--- src/rtl/core/skyl_pkg.sv ---
// shared types, codes and sizes for the skyline outline tracker
// no dependencies; used by every module under rtl/core
package skyl_pkg;

  localparam int H_W            = 16;
  localparam int X_W            = 16;
  localparam int MAX_ACTIVE_DEF = 64;

  // event kinds
  localparam logic KIND_START = 1'b0;
  localparam logic KIND_END   = 1'b1;

  // result status codes
  localparam logic [1:0] ST_CORNER  = 2'd0;
  localparam logic [1:0] ST_FULL    = 2'd1;
  localparam logic [1:0] ST_MISSING = 2'd2;

  // incoming edge event
  typedef struct packed {
    logic           kind;
    logic [X_W-1:0] pos_x;
    logic [H_W-1:0] height;
  } evt_t;

  // outgoing outline corner or status
  typedef struct packed {
    logic [X_W-1:0] corner_x;
    logic [H_W-1:0] corner_y;
    logic           last_of_run;
    logic [1:0]     status;
  } crn_t;

  // one entry of the sorted height chain
  typedef struct packed {
    logic           vld;
    logic [H_W-1:0] hgt;
  } cell_t;

  // command broadcast along the chain
  typedef struct packed {
    logic           ins;
    logic           del;
    logic [H_W-1:0] hgt;
  } cmd_t;

endpackage

--- src/rtl/core/skyl_cell.sv ---
// one cell of the descending height chain: holds a single active height
// depends on skyl_pkg
module skyl_cell (
  input  logic           clk,
  input  logic           rst,
  input  skyl_pkg::cmd_t  cmd,
  input  skyl_pkg::cell_t up,
  input  logic           up_keep,
  input  skyl_pkg::cell_t dn,
  output skyl_pkg::cell_t cur,
  output logic           keep,
  output logic           hit
);

  skyl_pkg::cell_t cur_next;
  logic            shift;

  // local compares against the broadcast height
  always_comb begin
    keep  = cur.vld && (cur.hgt >= cmd.hgt);
    shift = !cur.vld || (cur.hgt <= cmd.hgt);
    hit   = cur.vld && (cur.hgt == cmd.hgt);
  end

  // insert shifts entries down below the slot, delete pulls them up
  always_comb begin
    cur_next = cur;
    if (cmd.ins && !keep) begin
      if (up_keep) begin
        cur_next.vld = 1'b1;
        cur_next.hgt = cmd.hgt;
      end else begin
        cur_next = up;
      end
    end else if (cmd.del && shift) begin
      cur_next = dn;
    end
  end

  // only the valid bit is cleared by reset
  always_ff @(posedge clk) begin
    if (rst) begin
      cur.vld <= 1'b0;
    end else begin
      cur <= cur_next;
    end
  end

endmodule

--- src/rtl/core/skyl_res_q.sv ---
// two-entry result queue between the chain update and the corner channel
// depends on skyl_pkg
module skyl_res_q (
  input  logic           clk,
  input  logic           rst,
  input  logic           load,
  input  logic [1:0]     load_cnt,
  input  skyl_pkg::crn_t load_a,
  input  skyl_pkg::crn_t load_b,
  output logic           crn_valid,
  input  logic           crn_ready,
  output skyl_pkg::crn_t crn,
  output logic [1:0]     level
);

  skyl_pkg::crn_t slot_b;
  logic           pop;

  assign pop       = crn_valid && crn_ready;
  assign crn_valid = (level != 2'd0);

  // fill level; a load only arrives while the queue is empty
  always_ff @(posedge clk) begin
    if (rst) begin
      level <= 2'd0;
    end else if (load) begin
      level <= load_cnt;
    end else if (pop) begin
      level <= level - 2'd1;
    end
  end

  // payload slots
  always_ff @(posedge clk) begin
    if (load) begin
      crn    <= load_a;
      slot_b <= load_b;
    end else if (pop) begin
      crn    <= slot_b;
    end
  end

endmodule

--- src/rtl/core/skyline_outline_tracker.sv ---
// top level of the skyline outline tracker: request capture, cell chain, results
// depends on skyl_pkg, skyl_cell, skyl_res_q
//
//   channel  signals                     payload          direction
//   evt      evt_valid / evt_ready / evt skyl_pkg::evt_t  edge events in
//   crn      crn_valid / crn_ready / crn skyl_pkg::crn_t  corners / status out
//
// an event is handled as a capture, then one update of the whole cell chain
// results (none, one or two) leave one per cycle from a two-entry queue while crn is not stalled
// the next event is taken once the queue is empty or its final result leaves
// reset clears every cell valid bit together; no clearing pass
// a stall on crn holds results in the queue and blocks new events
module skyline_outline_tracker #(
  parameter int MAX_ACTIVE = skyl_pkg::MAX_ACTIVE_DEF
) (
  input  logic           clk,
  input  logic           rst,
  input  logic           evt_valid,
  output logic           evt_ready,
  input  skyl_pkg::evt_t evt,
  output logic           crn_valid,
  input  logic           crn_ready,
  output skyl_pkg::crn_t crn
);

  logic                       busy;
  skyl_pkg::evt_t             req;
  skyl_pkg::cmd_t             cmd;
  skyl_pkg::cell_t            row [MAX_ACTIVE];
  logic [MAX_ACTIVE-1:0]      keep_v;
  logic [MAX_ACTIVE-1:0]      hit_v;
  logic                       full;
  logic                       found;
  logic [skyl_pkg::H_W-1:0]   old_max;
  logic [skyl_pkg::H_W-1:0]   new_max;
  logic                       head_shift;
  logic [1:0]                 res_cnt;
  skyl_pkg::crn_t             res_a;
  skyl_pkg::crn_t             res_b;
  logic [1:0]                 level;

  // request capture
  assign evt_ready = !busy && ((level == 2'd0) || ((level == 2'd1) && crn_ready));

  always_ff @(posedge clk) begin
    if (rst) begin
      busy <= 1'b0;
    end else begin
      busy <= evt_valid && evt_ready;
    end
  end

  always_ff @(posedge clk) begin
    if (evt_valid && evt_ready) begin
      req <= evt;
    end
  end

  // chain status and command
  assign full  = row[MAX_ACTIVE-1].vld;
  assign found = |hit_v;

  always_comb begin
    cmd.hgt = req.height;
    cmd.ins = busy && (req.kind == skyl_pkg::KIND_START) && !full;
    cmd.del = busy && (req.kind == skyl_pkg::KIND_END) && found;
  end

  // row of cells, maximum at the head
  for (genvar i = 0; i < MAX_ACTIVE; i++) begin : g_cell
    skyl_pkg::cell_t up_c;
    skyl_pkg::cell_t dn_c;
    logic            up_k;
    if (i == 0) begin : g_head
      assign up_c = '0;
      assign up_k = 1'b1;
    end else begin : g_mid
      assign up_c = row[i-1];
      assign up_k = keep_v[i-1];
    end
    if (i == MAX_ACTIVE - 1) begin : g_tail
      assign dn_c = '0;
    end else begin : g_body
      assign dn_c = row[i+1];
    end
    skyl_cell u_cell (
      .clk     (clk),
      .rst     (rst),
      .cmd     (cmd),
      .up      (up_c),
      .up_keep (up_k),
      .dn      (dn_c),
      .cur     (row[i]),
      .keep    (keep_v[i]),
      .hit     (hit_v[i])
    );
  end

  // old and new maximum seen at the head of the chain
  always_comb begin
    old_max    = row[0].vld ? row[0].hgt : '0;
    head_shift = !row[0].vld || (row[0].hgt <= req.height);
    if (head_shift) begin
      new_max = row[1].vld ? row[1].hgt : '0;
    end else begin
      new_max = old_max;
    end
  end

  // result selection
  always_comb begin
    res_cnt = 2'd0;
    res_a   = '{corner_x: req.pos_x, corner_y: old_max, last_of_run: 1'b0,
                status: skyl_pkg::ST_CORNER};
    res_b   = '{corner_x: req.pos_x, corner_y: req.height, last_of_run: 1'b1,
                status: skyl_pkg::ST_CORNER};
    if (req.kind == skyl_pkg::KIND_START) begin
      if (full) begin
        res_cnt = 2'd1;
        res_a   = '{corner_x: req.pos_x, corner_y: req.height, last_of_run: 1'b1,
                    status: skyl_pkg::ST_FULL};
      end else if (req.height > old_max) begin
        res_cnt = 2'd2;
      end
    end else begin
      res_b.corner_y = new_max;
      if (!found) begin
        res_cnt = 2'd1;
        res_a   = '{corner_x: req.pos_x, corner_y: req.height, last_of_run: 1'b1,
                    status: skyl_pkg::ST_MISSING};
      end else if (new_max < old_max) begin
        res_cnt = 2'd2;
      end
    end
  end

  skyl_res_q u_res_q (
    .clk       (clk),
    .rst       (rst),
    .load      (busy),
    .load_cnt  (res_cnt),
    .load_a    (res_a),
    .load_b    (res_b),
    .crn_valid (crn_valid),
    .crn_ready (crn_ready),
    .crn       (crn),
    .level     (level)
  );

  // checks
  a_load_empty: assert property (@(posedge clk) disable iff (rst)
    busy |-> (level == 2'd0))
    else $error("chain update while results still queued");

  a_no_accept_busy: assert property (@(posedge clk) disable iff (rst)
    busy |-> !evt_ready)
    else $error("event taken during chain update");

  a_result_shown: assert property (@(posedge clk) disable iff (rst)
    (busy && (res_cnt != 2'd0)) |=> crn_valid)
    else $error("queued result not presented");

  for (genvar j = 0; j < MAX_ACTIVE - 1; j++) begin : g_chk
    a_sorted: assert property (@(posedge clk) disable iff (rst)
      row[j+1].vld |-> (row[j].vld && (row[j].hgt >= row[j+1].hgt)))
      else $error("height chain out of order");
  end

endmodule

--- config.mk ---
export PLATFORM = sky130hd
export DESIGN_NAME = skyline_outline_tracker
export DESIGN_NICKNAME = d
export VERILOG_FILES = /design/src/rtl/core/skyl_pkg.sv /design/src/rtl/core/skyl_cell.sv /design/src/rtl/core/skyl_res_q.sv /design/src/rtl/core/skyline_outline_tracker.sv
export SDC_FILE = /design/constraint.sdc
export NUM_CORES = 2
export LEC_CHECK = 0
export ABC_CLOCK_PERIOD_IN_PS = 10000
export BUFFER_PORTS_ARGS = -buffer_cell sky130_fd_sc_hd__buf_2
export CORE_ASPECT_RATIO = 1.25
export CORE_MARGIN = 3
export CORE_UTILIZATION = 53
export CTS_CLUSTER_SIZE = 20
export DETAILED_ROUTE_END_ITERATION = 10
export GPL_ROUTABILITY_DRIVEN = 1
export HOLD_SLACK_MARGIN = 0.08
export PLACE_DENSITY = 0.69
export SETUP_SLACK_MARGIN = 0.15
export SYNTH_ARGS = -nofsm -noshare
export SYNTH_HDL_FRONTEND = slang
export SYNTH_SLANG_ARGS = --single-unit
--- constraint.sdc ---
create_clock -name clk -period 10 [get_ports clk]
set_input_delay 1 -clock clk [delete_from_list [all_inputs] [get_ports clk]]
set_output_delay 1 -clock clk [all_outputs]
set_load 0.01 [all_outputs]
### After elaboration in Yosys (flattened, before gate mapping)

Index checks and enable logic that the tools add are counted.

| storage, ports and cells | value |
|---|---|
| flip-flop bits (word level) | 1,191 |
| bits of input ports | 37 |
| output and inout port bits | 37 |
| word-level logic and storage cells | 1,134 |

| cells by class | value |
|---|---|
| add/subtract/negate cells | 1 |
| order comparisons | 130 |
| equality and inequality tests | 65 |
| multiplexer cells | 207 |
| bitwise gates (word level) | 2 |
| reductions and logical operators | 590 |

Operators by type and width:

| operator | count |
|---|---|
| 17-bit two-way mux | 191 |
| 16-bit equality test | 64 |
| 16-bit >= comparator | 64 |
| 16-bit <= comparator | 64 |
| 1-bit logical AND | 264 |
| 2-bit nonzero test | 66 |
| 1-bit zero test | 129 |
| 2-bit AND reduction | 64 |
| 35-bit two-way mux | 2 |
| 1-bit logical OR | 65 |
| 16-bit two-way mux | 4 |
| 64-bit OR reduction | 1 |
| 19-bit two-way mux | 3 |
| 16-bit > comparator | 1 |
| 16-bit < comparator | 1 |
| 2-bit two-way mux | 7 |
| 2-bit by 1-bit equality test with 1-bit output, second input constant | 1 |
| 2-bit zero test | 1 |
| 1-bit NOT | 2 |
| 2-bit by 1-bit subtractor with 2-bit output, second input constant | 1 |

### Logic depth before layout (Yosys ltp)

| logic depth | value |
|---|---|
| depth in word-level cells | 8 |
| depth in mapped cells | 21 |
| gate-level depth less buffers | 17 |

### Hierarchy

A second synthesis with hierarchy kept.

| unflattened totals | value |
|---|---|
| cell total of the unflattened synthesis | 15,516 |
| area, all modules | 132,429.5 um2 |

By module, submodules not included:

| module | instances | cells an instance | area an instance (um2) |
|---|---|---|---|
| skyl_cell (g_cell[0].u_cell ...) | 60 | 242 | 2,009.4 |
| skyl_cell (g_cell[7].u_cell ...) | 3 | 128 | 1,502.7 |
| skyline_outline_tracker | 1 | 357 | 3,114.2 |
| skyl_res_q | 1 | 125 | 2,733.9 |
| skyl_cell (g_cell[6].u_cell) | 1 | 130 | 1,507.7 |

### Worst setup path before layout

Ideal clock, no wire load.

| timing path | value |
|---|---|
| path kind | register -> register |
| start | register req, in the netlist cmd[15] |
| end | register g_cell[32].u_cell.cur[0] (netlist bit) (enable) |
| library setup time | 478 ps |
| data arrival time | 7,039 ps |
| path slack | 2,483 ps |
| stages on the path, launching flop included | 14 |
| period minus slack after synthesis | 7,517 ps |
| cells stage by stage | edfxtp_1 clkbuf_1 clkinv_1 clkbuf_1 ha_1 and4_1 nand3_1 or4_1 nand4_1 a2111oi_1 a31oi_4 buf_2 nor2_1 a2111oi_0 |

| between the ends | value |
|---|---|
| cells in the longest elaborated chain, start to end | 7 |
| elaborated cells on any way between the ends | 139 |
| those cells by class | 2 x order compare; 64 x eq/ne; 73 x reduce/logical |

Ends and longest elaborated chain:

| what | line | source |
|---|---|---|
| start: declaration | skyline_outline_tracker.sv:27 | `skyl_pkg::evt_t req;` |
| start signal: assignment | skyline_outline_tracker.sv:55 | `req <= evt;` |
| 16-bit equality test | skyl_cell.sv:22 | `hit = cur.vld && (cur.hgt == cmd.hgt);` |
| 1-bit logical AND | skyl_cell.sv:22 |  |
| 64-bit OR reduction | skyline_outline_tracker.sv:61 | `assign found = \|hit_v;` |
| 1-bit logical AND | skyline_outline_tracker.sv:66 | `cmd.del = busy && (req.kind == skyl_pkg::KIND_END) && found;` |
| 1-bit logical AND | skyl_cell.sv:35 | `end else if (cmd.del && shift) begin` |
| 2-bit nonzero test (no source line) (*) | -- |  |
| 2-bit AND reduction (no source line) (*) | -- |  |
| end signal: assignment | skyl_cell.sv:45 | `cur <= cur_next;` |
| end: declaration | skyl_cell.sv:10 | `output skyl_pkg::cell_t cur,` |

Mark *: on every way between the ends. The rest lies on a longest branch, timed or not.
A chain may end at the register's enable or synchronous reset.

### Worst setup path in the final report

| timing path | value |
|---|---|
| start | register req, in the netlist cmd[11] |
| end | register g_cell[18].u_cell.cur[9] (netlist bit) (enable) |

| between the ends | value |
|---|---|
| cells in the longest elaborated chain, start to end | 7 |
| elaborated cells on any way between the ends | 139 |
| those cells by class | 2 x order compare; 64 x eq/ne; 73 x reduce/logical |

Ends and longest elaborated chain:

| what | line |
|---|---|
| 16-bit equality test | skyl_cell.sv:22 |
| 1-bit logical AND | skyl_cell.sv:22 |
| 64-bit OR reduction | skyline_outline_tracker.sv:61 |
| 1-bit logical AND | skyline_outline_tracker.sv:66 |
| 1-bit logical AND | skyl_cell.sv:35 |
| 2-bit nonzero test (no source line) (*) | -- |
| 2-bit AND reduction (no source line) (*) | -- |
| end signal: assignment | skyl_cell.sv:45 |
| end: declaration | skyl_cell.sv:10 |

Marks and branches as above.

==> results.py <==
metrics = {
    "routing": {
        "wire_per_inst_um": 31.0,
        "vias": 76100,
        "wl_um": 346000,
        "antenna_left": 0,
        "drt-initial-drc-count": 8816,
        "drc_errors": 1,
        "vias_per_cell": 6.82,
        "dr.pass1.iters": 11,
    },
    "clock_network": {
        "cts_sinks": 1191,
        "cts.repair.resized": 0,
        "clockBufferDepth": 3,
        "clock_latency_ns": 0.85,
        "cts_buffers": 139,
        "cts_htree_levels": 4,
        "cts_tree": "built",
        "cts_root_buf": "clkbuf_16",
        "cts_setup_buffers": 0,
        "holdBufCountCts": 0,
        "clkTransAtPathRegs_ns": 0.06,
    },
    "global_route": {
        "antenna_found_initial": 14,
        "first_global_vias": 73900,
        "overflow": 0,
        "grt_max_degree": 73,
        "grt_pass1_wl_um": 491000,
        "grt.total_usage": 0.407,
    },
    "sta": {
        "worst_pin_slew_ns": 1.48,
        "slew_headroom": 0.00117,
        "setup_viol": 0,
        "rsz0062_at_grt": "false",
        "fin_setup_tns_ns": 0,
        "fin_worst_skew_ns": 0.0388,
        "hold_viol_final": 0,
        "final_max_slew_viol_count": 0,
        "finalCritPeriodShare": 0.669,
        "fmax_mhz": 150,
        "period_minus_slack_ns": 6.69,
    },
    "placement": {
        "dpl.hpwl_um": 243000,
        "routabilityCongestion": 1.05,
        "place_area_sq_um": 88300,
        "portBuffers": 73,
    },
    "logic_synthesis": {
        "synth_largest_area_cell": "edfxtp_1",
        "yosys-top-cells-count": "edfxtp_1 (1124), a21oi_1 (1113), ha_1 (1057)",
        "yosysWarnings": 0,
        "synth_top_area_share": 0.396,
        "synth_nets": 10200,
        "syn_area_sq_um": 85200,
        "ys_seq_elements": 1191,
        "synth_seq_area_share": 0.412,
        "ys_async_sr_fraction": 0,
        "yosysMostFrequentCell": "edfxtp_1",
        "synth_area_leaders": "edfxtp_1 (40%), ha_1 (16%), mux2i_1 (7.5%), a21oi_1 (6.5%), o21ai_0 (4.9%)",
        "avgSynthCellArea_sq_um": 9.40,
        "synth_flop_cell": "edfxtp_1",
        "synth_cell_types": 86,
        "synth-edff-count": 1124,
        "syn_inst": 9061,
    },
    "setup_path": {
        "cp.required_ns": 10.43,
        "critPathMaxFanout": 32,
        "crit_arrival_ns": 7.12,
        "r2r_cells": 13,
        "critPathLaunchType": "flip-flop",
        "worstSetupPathType": "flip-flop to flip-flop",
        "endpoint_kind": "flip-flop",
    },
    "run": {
        "timing.max_cap.violations": 1,
    },
    "pwr": {
        "pwr-share-clk": 0.332,
        "switchingPower_uw": 5610,
        "leakage_uw": 0.0354,
        "seq_power_share": 0.391,
        "pwr-share-comb": 0.278,
        "p_int_uw": 10200,
        "powerDensity_nw_per_um2": 171,
        "swShare": 0.354,
        "ir_drop_mv": 0.194,
    },
    "floorplanning": {
        "initial_core_util": 0.537,
        "pin_count": 74,
        "fp-row-count": 163,
        "die_h_um": 454,
        "chipWidth_um": 365,
        "dieArea_sq_um": 166000,
        "core_region_area_sq_um": 159000,
    },
    "finish": {
        "drive_gt1_frac": 0.0726,
        "fin_nets": 10100,
        "syn_to_final_growth_pct": 9.09,
        "finalInstanceArea_sq_um": 92900,
    },
    "outcome": {
        "status": "finished, violations left",
        "violations": "DRC, capacitance limit",
    },
    "worst_hold_path": {
        "hold_depth": 1,
        "hold_class": "primary input to flip-flop",
    },
}
[final timing paths]
| check | startpoint | endpoint | slack (ns) |
|---|---|---|---|
| max reg2reg | cmd[11] | g_cell[18].u_cell.cur[9] | 3.31 |
| max | cmd[11] | g_cell[18].u_cell.cur[9] | 3.31 |
| min reg2reg | req[22] | u_res_q.slot_b[25] | 0.45 |
| min | evt[24] | req[24] | 0.34 |
[state kept, by name, summed over array words and instances, names as in the netlist]
register and cells:
u_res_q.level 2, u_res_q.slot_b 32, u_res_q.crn 35, req 17, cmd 16, g_cell.u_cell.cur 1088
busy 1
[layout by cell type, fill, tap and decap left out, types with 46 or more instances in the layout]
cell type,count
o21a_1,50
nor2b_1,77
nor3_1,120
nand2_1,902
nor2_1,975
buf_2,72
nor4_1,46
o21ai_0,828
clkbuf_16,140
ha_1,1057
mux2i_1,634
buf_4,216
nand3_1,212
a31oi_1,58
nand4_1,227
inv_1,199
a21o_1,158
a211oi_1,63
a21oi_1,1106
nand2b_1,51
dfxtp_1,66
o211ai_1,53
edfxtp_1,1124
[power by group through the flow]
stage               registers (uW)  clock network, uW  logic, uW
floorplan                     6140                  0       2700
global placement              6280                  0       4120
detailed placement            6280                  0       4250
CTS                           6180               5280       4270
global route                  6200               5470       4760
finish                        6190               5260       4410
[cell type report]
class	count	area [sq um]
Fill cell	13800	65800
Multi-Input combinational cell	7120	47600
Sequential cell	1191	35100
Clock buffer	165	3620
Tap cell	2062	2580
Timing Repair Buffer	297	2150
Clock inverter	86	917
Inverter	216	868
Antenna cell	8	20.0
[routing by layer]
| metal | up-vias | track usage | part of all wire | wire, um |
|---|---|---|---|---|
| met5 | - | 0 | 0.00014 | 48 |
| met4 | 6 | 0.328 | 0.096 | 33100 |
| met3 | 1567 | 0.0897 | 0.098 | 34000 |
| met2 | 4571 | 0.653 | 0.45 | 157000 |
| met1 | 36200 | 0.470 | 0.35 | 122000 |
| li1 | 33700 | - | - | - |
[worst max-delay path, stage by stage (launching register included)]
cell	delay, ns
edfxtp_1	0.36
buf_4	0.30
inv_6	0.47
buf_4	0.68
ha_1	0.28
nand4_1	0.10
nor2_1	0.21
nand3_1	0.51
o221ai_1	0.97
nor4_1	0.40
a31oi_4	0.49
buf_4	0.31
a41oi_1	0.16
nor3_2	0.97
[stage by stage]
stage                     worst slack (ns)  power [uW]  hold slack (ns)   util  cells
after floorplan                       2.48        8840            0.420      -   9061
after global placement                3.62       10400            0.429  0.557  10900
after detailed placement              3.56       10500            0.433  0.557  10900
after CTS                             3.54       15700            0.292  0.585  11100
after global routing                  3.39       16400            0.314  0.585  11100
final                                 3.31       15900            0.344  0.585  11100
[cells by family (layout without fill, tap and decap cells)]
logic type,after synthesis,in the layout,share of synthesized area
AO/OA/AOI/OAI,2631,2631,0.177
multiplexers,650,650,0.0766
other,0,8,0
AND/OR/NAND/NOR,2782,2782,0.145
buffers and inverters,750,764,0.0340
flip-flops,1191,1191,0.412
adder cells (fa/ha/maj),1057,1057,0.155
No activity file was read; power rests on OpenSTA's default activity.
